[src/hdl/stts_pkg.sv]
package stts_pkg;

    typedef struct packed {
        logic [4:0]  path_index;
        logic [15:0] unsent_packets;
        logic [15:0] in_flight;
        logic [15:0] window_packets;
        logic [30:0] slow_start_limit;
        logic [31:0] round_trip;
        logic        usable;
        logic        throttled;
        logic        last;
    } t_in_item;

    typedef struct packed {
        logic        found;
        logic [4:0]  chosen_index;
        logic [31:0] chosen_time;
    } t_out_item;

    // classified job handed from the front part to the estimator
    typedef struct packed {
        logic        skip;        // not usable, only the last mark counts
        logic        quick;       // free window covers the whole queue
        logic [16:0] cq;          // queue left after the free window
        logic [31:0] cw;          // window after the first growth step
        logic [30:0] ss;
        logic [31:0] rtt;
        logic [4:0]  idx;
        logic        thr;
        logic        last;
    } t_job;

    localparam logic [31:0] ALL_ONES     = 32'hffff_ffff;
    localparam logic [30:0] INF_SSTHRESH = 31'h7fff_ffff;

    // ceiling log2 with clog2(0) = 0, one priority search over 33 bits
    function automatic logic [5:0] clog2_32(input logic [31:0] n);
        logic [32:0] m;
        logic [5:0]  r;
        m = {1'b0, n} - 33'd1;
        r = 6'd0;
        if (n != 32'd0) begin
            for (int i = 0; i < 33; i++) begin
                if (m[i]) begin
                    r = 6'(i + 1);
                end
            end
        end
        return r;
    endfunction

    function automatic logic [31:0] pow2_32(input logic [5:0] n);
        return (n < 6'd32) ? (32'd1 << n[4:0]) : 32'd0;
    endfunction

endpackage

[src/hdl/stts_front.sv]
module stts_front (
    input  logic               i_clk,
    input  logic               i_rst_n,
    input  stts_pkg::t_in_item i_item,
    input  logic               i_valid,
    output logic               o_ready,
    output stts_pkg::t_job     o_job,
    output logic               o_valid,
    input  logic               i_ready
);
    stts_pkg::t_job r_job;
    stts_pkg::t_job n_job;
    logic           r_valid;
    logic [16:0]    w_q;
    logic [16:0]    w_fc;
    logic [31:0]    w_cw;
    logic [31:0]    w_two;

    assign o_ready = !r_valid || i_ready;
    assign o_valid = r_valid;
    assign o_job   = r_job;

    always_comb begin
        w_q   = {1'b0, i_item.unsent_packets} + 17'd1;
        w_fc  = (i_item.window_packets > i_item.in_flight)
              ? {1'b0, i_item.window_packets - i_item.in_flight} : 17'd0;
        w_two = {15'd0, i_item.window_packets, 1'b0};
        if (w_two <= {1'b0, i_item.slow_start_limit}) begin
            w_cw = w_two;
        end else if ({16'd0, i_item.window_packets} < {1'b0, i_item.slow_start_limit}) begin
            w_cw = {1'b0, i_item.slow_start_limit};
        end else begin
            w_cw = {16'd0, i_item.window_packets} + 32'd1;
        end
        n_job.skip  = !i_item.usable;
        n_job.cq    = (w_q > w_fc) ? (w_q - w_fc) : 17'd0;
        n_job.quick = (w_fc != 17'd0) && (w_q <= w_fc);
        n_job.cw    = w_cw;
        n_job.ss    = i_item.slow_start_limit;
        n_job.rtt   = i_item.round_trip;
        n_job.idx   = i_item.path_index;
        n_job.thr   = i_item.throttled;
        n_job.last  = i_item.last;
    end

    always_ff @(posedge i_clk) begin
        if (!i_rst_n) begin
            r_valid <= 1'b0;
        end else if (o_ready) begin
            r_valid <= i_valid;
        end
        if (o_ready && i_valid) begin
            r_job <= n_job;
        end
    end
endmodule

[config.mk]
export PLATFORM = sky130hd
export DESIGN_NAME = stts_front
export DESIGN_NICKNAME = d
export VERILOG_FILES = /design/src/hdl/stts_pkg.sv /design/src/hdl/stts_front.sv
export SDC_FILE = /design/constraint.sdc
export NUM_CORES = 1
export LEC_CHECK = 0
export ABC_AREA = 0
export BUFFER_PORTS_ARGS = -buffer_cell sky130_fd_sc_hd__buf_2
export CAP_MARGIN = 30
export CORE_MARGIN = 10
export CORE_UTILIZATION = 51
export CTS_CLUSTER_DIAMETER = 60
export DETAILED_ROUTE_END_ITERATION = 6
export PLACE_DENSITY = 0.82
export SLEW_MARGIN = 20
export SYNTH_ARGS = -nofsm -noshare
export SYNTH_HDL_FRONTEND = slang
export SYNTH_SLANG_ARGS = --single-unit
[constraint.sdc]
create_clock -name i_clk -period 5.8 [get_ports i_clk]
set_clock_uncertainty 0.1 [all_clocks]
set_input_delay 0 -clock i_clk [delete_from_list [all_inputs] [get_ports i_clk]]
set_output_delay 0 -clock i_clk [all_outputs]
set_load 0.02 [all_outputs]
==> impl_metrics.ini <==
[setup_path]
reg2regPathDepth = 3
cp_max_fo = 17
critical_path.reg2reg.endpoint = o_job[118]$_SDFFCE_PP0P_
critPathKind = in2reg
arrival_ns = 5.35
ff2ff_setup_slack_ns = 3.44
r2r_start = o_valid$_SDFFE_PN0N_
end_kind = register
cp.required_ns = 5.87
start_kind = input pin
critPathLaunch = i_item[66]

[floorplanning]
fp-row-count = 42
dieArea_mm2 = 0.01860
die_h_um = 136.4
design.core.area_mm2 = 0.01324
io_pins = 246
die_w_um = 136.4
start_util_pct = 52.16

[clocking]
path_clk_slew_ns = 0.05
cts_sinks = 121
htreeDepth = 4
clock_path_buffers = 2
insertion_delay_ns = 0.42
cts_made_buffers = 17
cts_root_buf = clkbuf_16
cts_tree = built

[timing]
slew_viol_final = 0
post-route-min-period_ns = 5.273
worst_pin_slew_ns = 0.7621
finalSetupTns_ns = 0
max_slew_margin_pct = 49.19
setup_viol = 0
fmax_mhz = 189.6
rsz0062_at_grt = false
fin_crit_sh_pct = 90.92
hold_viol_final = 0

[grt]
grt_pass1_vias = 6076
grt_max_degree = 63
grt_pass1_wl_um = 34110
grt_overflow_total = 0
antenna_found_initial = 4
gr-usage-all-layers_pct = 23.91

[cells_and_area]
syn2layout_area_growth_pct = 42.22
fin_nets = 1161
drive_above_1_share_pct = 29.37
fin_util_pct = 74.19

[routing]
wl_per_cell_um = 19.68
ant_nets = 0
drt_pass1_iterations = 5
avgViaCountPerCell = 5.325
drt_wl_total_um = 22870
drcViolationCount = 0
num_vias = 6188
first_iter_violations = 398

[min_path]
hold_end = o_job[102]$_SDFFCE_PP0P_
holdPathStages = 3
hold_class = in2reg
min_from = i_item[98]

[power]
powerDensity_mw_per_mm2 = 276.2
p_leak_nw = 4.459
peakVddDrop_uv = 189.5

[synth]
synth_async_sr_flop_share_pct = 0
synth.top_cell.area_share_pct = 52.16
synth-edff-count = 120
yosys-top-cells-area = edfxtp_1, ha_1, xnor2_1
yosys_warnings = 0
synth_seq_cells = 121
ys_types = 53
synth_ff_type = edfxtp_1
syn_area_per_cell_um2 = 11.31
syn_area_mm2 = 0.006908
yosys.area.top_type = edfxtp_1
seq_area_frac_synth_pct = 52.45
synth_cells = 611

[place]
hpwl_um = 16320
portBuffers = 244
gp_congestion = 0.8825

[job]
maxCapViolations = 0

[status]
status = finished clean
## power by group
group | internal [W] | switching, W | total, W
registers | 0.00105 | 0.0000196 | 0.00107
clock network | 0.000583 | 0.000384 | 0.000966
logic | 0.000275 | 0.000400 | 0.000675
## cell usage after synthesis, drive strengths merged (2+ instances only)
library cell / number
mux2: 3
a31oi: 3
or4: 4
nand4: 12
nor4: 3
o211ai: 2
o21ai: 30
o41ai: 2
nand3: 19
o32a: 2
xnor2: 26
clkbuf: 7
o31ai: 3
fa: 2
a211oi: 2
nor2b: 8
a221oi: 3
o21bai: 3
a21boi: 4
nor3: 7
a21o: 25
a21oi: 35
or3: 2
nand2: 49
ha: 65
o22ai: 3
and3: 7
and2: 3
inv: 46
nand2b: 13
nor2: 53
xor2: 24
nor3b: 2
and4: 5
edfxtp: 120
## worst max path at each step
stage                     slack, ns                       end
after floorplan                1.23  o_job[109]$_SDFFCE_PP0P_
after global placement         0.70  o_job[112]$_SDFFCE_PP0P_
after detailed placement       0.60  o_job[111]$_SDFFCE_PP0P_
after CTS                      0.47  o_job[111]$_SDFFCE_PP0P_
after global routing           0.08  o_job[118]$_SDFFCE_PP0P_
final                          0.53  o_job[118]$_SDFFCE_PP0P_
## critical path: stages
cell and delay, ns:
dlygate4sd3_1 0.52, buf_2 0.18, inv_1 0.08, ha_1 0.22, fa_1 0.41, inv_1 0.09
a21oi_2 0.06, o21ai_2 0.17, a221o_2 0.23, a221oi_4 0.09, o21ai_0 0.17, o31a_1 0.50
nor2b_1 0.24, ha_1 0.21, fa_1 0.19, nor2b_1 0.07, o21ai_0 0.25, a21boi_0 0.21
o41ai_1 0.38, nor2b_1 0.12, nor2_1 0.18, o21ai_0 0.19, a221oi_1 0.37, xnor2_1 0.16
nor2_1 0.05
## stage by stage
stage | instance area, um^2 | std cells | worst slack, ns | total power (W) | hold WS [ns]
3_3_place_gp | 8386 | 1039 | 0.7043 | 0.001688 | 0.07627
3_5_place_dp | 8386 | 1039 | 0.5953 | 0.001702 | 0.07851
5_1_grt | 9824 | 1162 | 0.07537 | 0.002836 | 0.03849
2_1_floorplan | 6960 | 625 | 1.231 | 0.001495 | -0.001131
4_1_cts | 9793 | 1158 | 0.4738 | 0.002712 | 0.02310
6_report | 9824 | 1162 | 0.5269 | 0.002713 | 0.02260
## per-layer routing
metal	track usage [%]	part of all wire, %	vias to the layer above
li1	-	-	2967
met1	28.26	39	2870
met2	40.28	50	309
met3	7.749	9.0	38
met4	7.811	1.9	4
met5	0	0.13	-
## registers in the layout (all words and copies together) (netlist names)
signal   cells
o_job      120
o_valid      1
## final cells by class
type,instances,area (um^2)
multi-input cells,450,3137
clock buffers,19,432.9
diodes,2,5.005
inverters,46,172.7
well taps,176,220.2
clock inverters,13,103.9
repair buffers,335,2130
fillers,906,3418
flip-flops and latches,121,3623
## cells by family after synthesis
family | count (synthesis) | share of synthesized area [%]
buffers and inverters | 54 | 2.989
other | 1 | 0.05429
adders and majority gates | 67 | 12.35
DFF | 121 | 52.45
xor gates and xnor gates | 50 | 6.339
muxes | 3 | 0.4890
AOI/OAI and AO/OA | 126 | 12.05
and+or+nand+nor | 189 | 13.28
## cell usage in the layout, fill, tap and decap left out, types with 3 or more instances in the layout
| cell type | n |
|---|---|
| and4_1 | 5 |
| conb_1 | 15 |
| inv_1 | 46 |
| nand4_1 | 12 |
| o22ai_1 | 3 |
| nand2_1 | 49 |
| edfxtp_1 | 120 |
| clkbuf_16 | 17 |
| o21bai_1 | 3 |
| xnor2_1 | 26 |
| nor2b_1 | 8 |
| and3_1 | 7 |
| a21oi_2 | 3 |
| a31oi_1 | 3 |
| dlygate4sd3_1 | 87 |
| a21oi_1 | 32 |
| nand2b_1 | 13 |
| buf_2 | 244 |
| o21ai_0 | 29 |
| nor4_1 | 3 |
| a21o_1 | 23 |
| nor3_1 | 7 |
| ha_1 | 65 |
| nand3_1 | 19 |
| mux2_2 | 3 |
| a21boi_0 | 4 |
| xor2_1 | 24 |
| o31ai_1 | 3 |
| or4_1 | 4 |
| nor2_1 | 53 |
| clkinv_2 | 5 |
## repair_timing
item	in CTS	in global routing
resized for setup	0	1
hold endpoints to repair	89	0
endpoints found under the setup margin	0	9
setup buffers	0	0
hold buffers	87	0
Note: power is estimated with default switching activity, not from simulation.
