**src/hdl/stts_pkg.sv**
```systemverilog
package stts_pkg;

    typedef struct packed {
        logic [4:0]  path_index;
        logic [15:0] unsent_packets;
        logic [15:0] in_flight;
        logic [15:0] window_packets;
        logic [30:0] slow_start_limit;
        logic [31:0] round_trip;
        logic        usable;
        logic        throttled;
        logic        last;
    } t_in_item;

    typedef struct packed {
        logic        found;
        logic [4:0]  chosen_index;
        logic [31:0] chosen_time;
    } t_out_item;

    // classified job handed from the front part to the estimator
    typedef struct packed {
        logic        skip;        // not usable, only the last mark counts
        logic        quick;       // free window covers the whole queue
        logic [16:0] cq;          // queue left after the free window
        logic [31:0] cw;          // window after the first growth step
        logic [30:0] ss;
        logic [31:0] rtt;
        logic [4:0]  idx;
        logic        thr;
        logic        last;
    } t_job;

    localparam logic [31:0] ALL_ONES     = 32'hffff_ffff;
    localparam logic [30:0] INF_SSTHRESH = 31'h7fff_ffff;

    // ceiling log2 with clog2(0) = 0, one priority search over 33 bits
    function automatic logic [5:0] clog2_32(input logic [31:0] n);
        logic [32:0] m;
        logic [5:0]  r;
        m = {1'b0, n} - 33'd1;
        r = 6'd0;
        if (n != 32'd0) begin
            for (int i = 0; i < 33; i++) begin
                if (m[i]) begin
                    r = 6'(i + 1);
                end
            end
        end
        return r;
    endfunction

    function automatic logic [31:0] pow2_32(input logic [5:0] n);
        return (n < 6'd32) ? (32'd1 << n[4:0]) : 32'd0;
    endfunction

endpackage

```
**src/hdl/stts_queue.sv**
```systemverilog
module stts_queue #(
    parameter int DEPTH = 2
) (
    input  logic           i_clk,
    input  logic           i_rst_n,
    input  stts_pkg::t_job i_job,
    input  logic           i_valid,
    output logic           o_ready,
    output stts_pkg::t_job o_job,
    output logic           o_valid,
    input  logic           i_ready
);
    localparam int AW = (DEPTH > 1) ? $clog2(DEPTH) : 1;

    stts_pkg::t_job r_mem [DEPTH];
    logic [AW-1:0]  r_wr;
    logic [AW-1:0]  r_rd;
    logic [AW:0]    r_cnt;
    logic           w_push;
    logic           w_pop;

    assign o_ready = (r_cnt != AW'(0) + (AW+1)'(DEPTH));
    assign o_valid = (r_cnt != '0);
    assign o_job   = r_mem[r_rd];
    assign w_push  = i_valid && o_ready;
    assign w_pop   = o_valid && i_ready;

    always_ff @(posedge i_clk) begin
        if (!i_rst_n) begin
            r_wr  <= '0;
            r_rd  <= '0;
            r_cnt <= '0;
        end else begin
            if (w_push) begin
                r_wr <= (r_wr == AW'(DEPTH - 1)) ? '0 : r_wr + AW'(1);
            end
            if (w_pop) begin
                r_rd <= (r_rd == AW'(DEPTH - 1)) ? '0 : r_rd + AW'(1);
            end
            r_cnt <= r_cnt + (AW+1)'(w_push) - (AW+1)'(w_pop);
        end
        if (w_push) begin
            r_mem[r_wr] <= i_job;
        end
    end
endmodule

```
**config.mk**
```make
export PLATFORM = sky130hd
export DESIGN_NAME = stts_queue
export DESIGN_NICKNAME = d
export VERILOG_FILES = /design/src/hdl/stts_pkg.sv /design/src/hdl/stts_queue.sv
export SDC_FILE = /design/constraint.sdc
export NUM_CORES = 1
export LEC_CHECK = 0
export ABC_AREA = 1
export BUFFER_PORTS_ARGS = -buffer_cell sky130_fd_sc_hd__buf_2
export CORE_MARGIN = 2
export CORE_UTILIZATION = 30
export DETAILED_ROUTE_END_ITERATION = 8
export PLACE_DENSITY = 0.56
export SLEW_MARGIN = 5
export SYNTH_ARGS = -nofsm -noshare
export SYNTH_HDL_FRONTEND = slang
export SYNTH_SLANG_ARGS = --single-unit
```
**constraint.sdc**
```tcl
create_clock -name i_clk -period 6.19 [get_ports i_clk]
set_input_delay 0 -clock i_clk [delete_from_list [all_inputs] [get_ports i_clk]]
set_output_delay 0 -clock i_clk [all_outputs]
set_load 0.005 [all_outputs]
```
==> results of run 1 <==
Yosys cell counts (all sizes together):
cell type	number
a21oi	1
ha	1
edfxtp	242
dfxtp	5
nor2	9
nand2	11
nand3	1
mux2	121
inv	7
buf	13
xnor2	1
metrics by stage:
step	util [%]	hold WS, ns
after global routing	42.76	0.08889
after global placement	36.00	0.1868
after floorplan	-	0.09345
after detailed placement	36.00	0.1910
final	42.76	0.05903
after CTS	42.76	0.01592
flip-flops by register name (all words and copies together) (netlist names), named ones only:
register  cells
r_mem       242
r_cnt         2
r_rd          1
r_wr          1
layout by cell type (no fill, tap or decap), types with 5 or more instances in the layout:
| master | count |
|---|---|
| buf_4 | 5 |
| edfxtp_1 | 242 |
| nor2_1 | 7 |
| clkbuf_1 | 7 |
| mux2_2 | 121 |
| nand2_1 | 11 |
| inv_1 | 7 |
| clkbuf_16 | 27 |
| buf_2 | 247 |
| dlygate4sd3_1 | 123 |
final cells by class:
| cell class | instances | area (um2) |
|---|---|---|
| Fill cell | 2697 | 16920 |
| Sequential cell | 247 | 7371 |
| Clock buffer | 36 | 729.5 |
| Multi-Input combinational cell | 145 | 1484 |
| Clock inverter | 8 | 37.54 |
| Timing Repair Buffer | 375 | 2505 |
| Tap cell | 390 | 488.0 |
| Inverter | 7 | 26.28 |
layer usage:
layer	share of wire [%]	vias up	global-route usage, %
met5	0	-	0
met3	8.2	37	3.673
met2	49	177	20.44
li1	-	2396	-
met1	39	2452	12.82
met4	3.2	0	4.270
power by group:
group	internal, W	leakage (nW)	switching [W]
logic	0.000503	2.04	0.000451
clock network	0.000813	0.374	0.000587
registers	0.00213	2.30	0.0000989
cell families after synthesis:
kind of cell / after synthesis
DFF: 247
muxes: 121
and+or+nand+nor: 21
buffers and inverters: 20
AOI/OAI and AO/OA: 1
xor gates and xnor gates: 1
adders and majority gates: 1
tightest hold or removal path, stage by stage:
cell and delay (ns):
buf_2 0.08, nand2_1 0.20, a21oi_1 0.21, nor2_1 0.05
final timing paths:
| check | from | end | slack, ns | depth (start not counted) |
|---|---|---|---|---|
| setup reg to reg | r_cnt[0]$_SDFF_PN0_ | r_mem[1][90]$_DFFE_PP_ | 4.22 | 5 |
| hold reg to reg | r_rd$_SDFFE_PN0P_ | flip-flop | 0.53 | 3 |
| setup / recovery | flip-flop | o_job[55] | 3.45 | 3 |
| hold / removal | i_valid | r_cnt[1]$_SDFF_PN0_ | 0.06 | 4 |
timing repair:
action	in CTS	in global routing
gates resized for setup	0	0
endpoints found under the hold margin	247	0
hold buffers	123	0
setup buffers	0	0
==> results.toml, run 1 <==
[critical_path]
crit_fanout = 61
worst_setup_path_end_kind = "primary output"
cp.required_ns = 6.19
path_buf_inv = 2
critPathSlowestCell = "dfxtp_4"
critPathArrivalTime_ns = 2.74
path_class = "reg2out"
worst_setup_path_start_kind = "flip-flop"
slowest_delay_ns = 0.85
path_delay_family = "buffers and inverters"
cp_cell_sequence = "buf_4 > mux2_2 > buf_2"

[timing]
drv_slew = 0
worst_pin_slew_ns = 0.8871
rsz0062_at_grt = "no"
fin_ws_ns = 3.445
timing.final.hold_violations = 0
fin_skew_ns = 0.01932
finalSetupViolCount = 0
finalCritPeriodShare_pct = 44.34
setup_tns_ns = 0
slew_headroom_pct = 40.86
layout_min_cycle_time_ns = 2.745
fmax_ghz = 0.3643

[place]
hpwl_um = 11170
io_buffers = 247
gp_congestion = 0.7189
placed_area_mm2 = 0.01064
place_inst = 1041
pre_cts_ws_ns = 3.834

[global_route]
antenna_found_initial = 0
grt_pass1_wl_um = 28180
grt_start_max_net_pins = 63
grt_overflow = 0
first_global_vias = 5403
track_usage_pct = 11.50

[yosys]
avgSynthCellArea_um2 = 21.81
ys_seq_area_share_pct = 81.98
yosys.area_share.simple_pct = 0.8911
synthAdderAreaFrac_pct = 0.1392
synth_fp_nets = 538
synth_top_area_share_pct = 80.87
synth_xor_area_share_pct = 0.09747
syn_area_mm2 = 0.008986
synth_compound_area_share_pct = 0.05569
syn_inst = 412
yosysWarnings = 0
synth_top_family_by_area = "multiplexers"
synth_cell_types = 13
synth_seq_cells = 247
synthMuxAreaShare_pct = 15.16
synth_area_leaders = "edfxtp_1 (81%), mux2_2 (15%), buf_6 (1.1%)"
post-synth-top-area-cell = "edfxtp_1"

[clocking]
root_buffer = "clkbuf_16"
cts.path.max_buffers = 3
cts_made_buffers = 26
htreeDepth = 1
cts.sinks = 247
cts_tree = "yes"
clkLatencyLatePin_ns = 0.53
clkTransAtPathRegs_ns = 0.06

[detailed_routing]
vias_per_cell = 4.190
routedWlPerCell_um = 15.46
firstDrtPassIters = 4
num_vias = 5062
remaining_drc_errors = 0
wirelength_um = 18670
drtAntennaViolNets = 0
drtIter0Drc = 193

[status]
status = "finished clean"

[power]
total_power_w = 0.004579
ir_drop_mv = 0.1943
power.density_mw_per_mm2 = 362.2
leakagePower_nw = 4.716

[final_layout]
drive_gt1_share_pct = 50.00
area_growth_pct = 40.67
diodes = 0
fin_nets = 928
postLayoutCellArea_mm2 = 0.01264
fin_cells = 1208

[die]
die_h_um = 177.1
die_area_mm2 = 0.03135
initial_utilization_pct = 30.40
dieWidth_um = 177.1
pin_count = 248
std_cell_rows = 63
core_area_mm2 = 0.02956

[min_path]
worstHoldPathType = "in2reg"

[flow_run]
max-cap-violations = 0
Power figures use the tool's default switching activity.
==> inputs of run 2 (changes only) <==
PLACE_DENSITY = 0.54   (was 0.56)
clock period = 2.6 ns   (was 6.19 ns; I/O delays follow)
==> run 2 against run 1 <==
Net effect:
- via count rose by 0.14%
- combinational power rose to 2.5 times the previous value
- clock power increased by 140%
- design area grew 1.1%
- global-route usage fell by 0.063 points
- worst hold slack improved by 0.13 ns
- total power rose by 140%
- clock-buffer cell count down 2
- sequential power increased by 140%
- setup slack lost 2.9 ns
- critical endpoint is now o_job[108]
- sequential cell count is the same
- register-to-register slack worse by 3.2 ns
- highest routed layer unchanged
- largest power group unchanged
==> results.toml, run 2 (synthesized netlist as in run 1, its figures left out) <==
[final_layout]
fillers = 2672
fin_cells = 1215
largest-register = "r_mem"
drive_gt1_share_pct = 50.30
layout_commonest_cell = "buf_2"
area_growth_pct = 42.26
diodes = 0
largest_reg_flops = 242
final_cell_mix = "buf_2 (247), edfxtp_1 (242), dlygate4sd3_1 (124)"
top_regs = "r_mem (242), r_cnt (2)"
fin_nets = 932

[place]
hpwl_um = 11450
gp_congestion = 0.6990
io_buffers = 247
place_inst = 1043

[timing]
worst_pin_slew_ns = 0.4992
finalCritPeriodShare_pct = 80.09
fin_skew_ns = 0.01040
layout_min_cycle_time_ns = 2.082
setup_tns_ns = 0
slew_headroom_pct = 66.72
fmax_ghz = 0.4802
finalSetupViolCount = 0
rsz0062_at_grt = "no"
drv_slew = 0
timing.final.hold_violations = 0

[die]
die_area_mm2 = 0.03135
initial_utilization_pct = 30.40
core_area_mm2 = 0.02956
pin_count = 248
dieWidth_um = 177.1
std_cell_rows = 63
die_h_um = 177.1

[global_route]
grt_overflow = 0
first_global_vias = 5372
antenna_found_initial = 0
grt_start_max_net_pins = 68
track_usage_pct = 11.44
grt_pass1_wl_um = 27970

[clocking]
clkLatencyLatePin_ns = 0.53
root_buffer = "clkbuf_16"
cts.path.max_buffers = 3
cts_resized = 0
cts.sinks = 247
htreeDepth = 1
cts_made_buffers = 27
clkTransAtPathRegs_ns = 0.06
cts_tree = "yes"

[critical_path]
cp_cell_sequence = "buf_12 > mux2_2 > buf_2"
crit_fanout = 45
path_class = "reg2out"
worst_setup_path_end_kind = "primary output"
critPathSlowestCell = "dfxtp_4"
critPathArrivalTime_ns = 2.08
cp.required_ns = 2.60
path_delay_family = "flip-flops"
slowest_delay_ns = 0.67
path_buf_inv = 2
worst_setup_path_start_kind = "flip-flop"

[detailed_routing]
wirelength_um = 18880
drtIter0Drc = 225
drtAntennaViolNets = 0
firstDrtPassIters = 4
vias_per_cell = 4.172
remaining_drc_errors = 0
routedWlPerCell_um = 15.54
num_vias = 5069

[power]
leakagePower_nw = 4.769
ir_drop_mv = 0.4536
power.density_mw_per_mm2 = 868.6

[status]
status = "finished clean"

[flow_run]
max-cap-violations = 0

[min_path]
worstHoldPathType = "in2reg"
[run 2: cell types whose count changed in the layout (fill, tap and decap cells not counted), moves of 2 or more]
cell      previous run  this run
buf_12               0         6
buf_4                5         1
clkinv_1             4         8
clkbuf_8             2         0
nand2_1             11         9
nand2_4              0         2
[run 2: worst reg2reg max path: stages, from the launching register on]
cell	delay, ns
dfxtp_1	0.42
nor2_1	0.09
nor2_1	0.29
xnor2_1	0.12
ha_1	0.20
inv_1	0.05
nand2_1	0.04
nand2_1	0.08
nand3_1	0.08
nand2_1	0.08
nor2_1	0.04
[run 2: path summary, 6_finish.rpt]
kind                                          start                     end  slack [ns]  cells after the start
worst max-delay path                      flip-flop              o_job[108]        0.52                      3
worst min-delay path                      i_job[42]  r_mem[0][42]$_DFFE_PP_        0.19                      2
worst max register to register  r_cnt[1]$_SDFF_PN0_     r_cnt[1]$_SDFF_PN0_        0.99                     10
worst min register to register    r_rd$_SDFFE_PN0P_               flip-flop        0.51                      2
[run 2: repair_timing]
action | in CTS | in global routing
hold buffers | 124 | 0
hold endpoints to repair | 247 | 0
buffers inserted | 0 | 0
[run 2: metal layers]
metal  GRT usage [%]  part of all wire (%)  vias to the layer above
li1                -                     -                     2402
met1           13.86                    41                     2457
met2           19.39                    48                      181
met3           3.522                   7.9                       29
met4           3.719                   3.0                        0
met5               0                     0                        -
[run 2: stage by stage]
step | worst slack [ns] | total power (W) | cell area [um2] | utilization [%] | hold slack, ns
2_1_floorplan | -0.1478 | 0.006643 | 9017 | - | 0.09342
3_3_place_gp | 0.9977 | 0.007646 | 10750 | 36.36 | 0.1876
3_5_place_dp | 0.9995 | 0.007666 | 10750 | 36.36 | 0.1910
4_1_cts | 0.4078 | 0.01132 | 12780 | 43.25 | 0.1561
5_1_grt | 0.3749 | 0.01168 | 12780 | 43.25 | 0.1656
6_report | 0.5176 | 0.01110 | 12780 | 43.25 | 0.1912
[run 2: area by class of cell]
type                            count  area, um2  area share (%)
Clock inverter                     14      91.34          0.7145
Clock buffer                       34      701.9           5.491
Tap cell                          390      488.0           3.817
Sequential cell                   247       7372           57.67
Timing Repair Buffer              378       2605           20.38
Inverter                            7      26.28          0.2055
Multi-Input combinational cell    145       1499           11.73
[run 2: power breakdown]
group	switching (W)	internal, W	leakage [nW]
clock network	0.00144	0.00199	0.384
logic	0.00116	0.00127	2.08
registers	0.000192	0.00505	2.30
==> inputs of run 3 (changes only) <==
PLACE_DENSITY = 0.56   (was 0.54)
clock period = 1.9 ns   (was 2.6 ns; I/O delays follow)
==> run 3 against run 2 <==
Net effect:
- setup slack got worse by 0.42 ns
- global-route usage down 0.050 points
- clock skew fell by 0.0011 ns
- combinational power is 45% higher
- register-to-register slack got worse by 0.70 ns
- non-clock buffer count is 7 higher
- cell count up 0.58%
- largest power group unchanged
==> results.toml, run 3 (synthesized netlist as in run 1, its figures left out) <==
[status]
status = "finished clean"

[critical_path]
critPathArrivalTime_ns = 1.80
path_class = "reg2out"
crit_fanout = 13
slowest_delay_ns = 0.52
critPathSlowestCell = "dfxtp_4"
r2r_start = "r_cnt[1]$_SDFF_PN0_"
cp.required_ns = 1.90
worst_setup_path_end_kind = "primary output"
worst_setup_path_start_kind = "flip-flop"
cp_cell_sequence = "buf_4 > mux2_2 > buf_2"

[final_layout]
largest-register = "r_mem"
diodes = 0
final_cell_mix = "buf_2 (247), edfxtp_1 (242), dlygate4sd3_1 (124)"
top_regs = "r_mem (242), r_cnt (2)"
area_growth_pct = 43.66
fillers = 2647
largest_reg_flops = 242
fin_nets = 939
drive_gt1_share_pct = 51.44
layout_commonest_cell = "buf_2"
fin_cells = 1222

[power]
power.density_mw_per_mm2 = 1204
leakagePower_nw = 4.844
ir_drop_mv = 1.064
total_power_w = 0.01554

[global_route]
first_global_vias = 5456
antenna_found_initial = 0
grt_overflow = 0
grt_pass1_wl_um = 27940
grt_start_max_net_pins = 65
track_usage_pct = 11.39

[timing]
worst_pin_slew_ns = 0.4022
fin_skew_ns = 0.009303
rsz0062_at_grt = "no"
finalSetupViolCount = 0
finalCritPeriodShare_pct = 94.78
slew_headroom_pct = 73.18
fmax_ghz = 0.5553
layout_min_cycle_time_ns = 1.801
timing.final.hold_violations = 0
drv_slew = 0

[place]
gp_congestion = 0.6860
place_inst = 1047
hpwl_um = 11520
io_buffers = 247

[detailed_routing]
dr_wl_met2_um = 9511
wl_met1_um = 7196
wirelength_um = 18850
num_vias = 5140
routedWlPerCell_um = 15.42
top_layer_used = "met4"
wl_met3_um = 1363
remaining_drc_errors = 0
firstDrtPassIters = 6
drtAntennaViolNets = 0
vias_per_cell = 4.206
drtIter0Drc = 163

[clocking]
root_buffer = "clkbuf_16"
clkTransAtPathRegs_ns = 0.06
cts.path.max_buffers = 3
cts.sinks = 247
cts_made_buffers = 27
htreeDepth = 1
clkLatencyLatePin_ns = 0.52
cts_tree = "yes"

[die]
pin_count = 248
core_area_mm2 = 0.02956
dieWidth_um = 177.1
initial_utilization_pct = 30.40
die_area_mm2 = 0.03135
std_cell_rows = 63
die_h_um = 177.1

[min_path]
worstHoldPathType = "in2reg"
min_from = "i_job[7]"

[flow_run]
max-cap-violations = 0
==> run 3: worst max-delay path, delay by kind of cell, from the launching register on <==
| kind | cells | cell delay (ns) |
|---|---|---|
| buffers and inverters | 2 | 0.39 |
| flip-flops | 1 | 0.52 |
| multiplexers | 1 | 0.36 |
==> run 3: path summary, 6_finish.rpt <==
path / to / slack, ns / depth (start not counted)
worst max register to register: r_cnt[1]$_SDFF_PN0_ / 0.29 / 9
worst min-delay path: r_mem[0][7]$_DFFE_PP_ / 0.19 / 2
worst min register to register: flip-flop / 0.51 / 2
worst max-delay path: o_job[118] / 0.1 / 3
==> run 3: layout make-up <==
| class | count | area [um2] | area share [%] |
|---|---|---|---|
| clock buffers | 30 | 686.9 | 5.321 |
| clock inverters | 18 | 147.6 | 1.144 |
| inverters | 7 | 26.28 | 0.2035 |
| multi-input cells | 145 | 1499 | 11.61 |
| flip-flops and latches | 247 | 7372 | 57.10 |
| well taps | 390 | 488.0 | 3.780 |
| repair buffers | 385 | 2690 | 20.84 |
==> run 3: per-layer routing <==
metal  vias up  track usage [%]
met2       168            20.70
met1      2502            12.29
met3        47            3.393
li1       2423                -
met5         -                0
met4         0            4.649
==> run 3: report_power, final <==
| group | total [W] | switching, W | internal [W] |
|---|---|---|---|
| combinational | 0.00352 | 0.00168 | 0.00184 |
| clock | 0.00489 | 0.00203 | 0.00286 |
| sequential | 0.00712 | 0.000215 | 0.00691 |
| total | 0.0155 | 0.00392 | 0.0116 |
==> run 3: what timing repair did <==
item | in CTS | in global routing
hold endpoints to repair | 247 | 0
setup buffers | 1 | 2
resized for setup | 0 | 0
setup endpoints to repair | 104 | 2
pin swaps | 0 | 0
hold buffers | 124 | 0
==> run 3: metrics by stage <==
step	setup TNS (ns)	setup WS (ns)	cell area, um2	hold WS (ns)	utilization (%)
2_1_floorplan	-202.21	-0.8478	9017	0.09342	-
3_3_place_gp	0	0.4042	10800	0.1873	36.55
3_5_place_dp	0	0.2920	10800	0.1907	36.55
4_1_cts	0	0.01542	12890	0.1617	43.62
5_1_grt	0	0.006056	12910	0.1802	43.67
6_report	0	0.09922	12910	0.1938	43.67
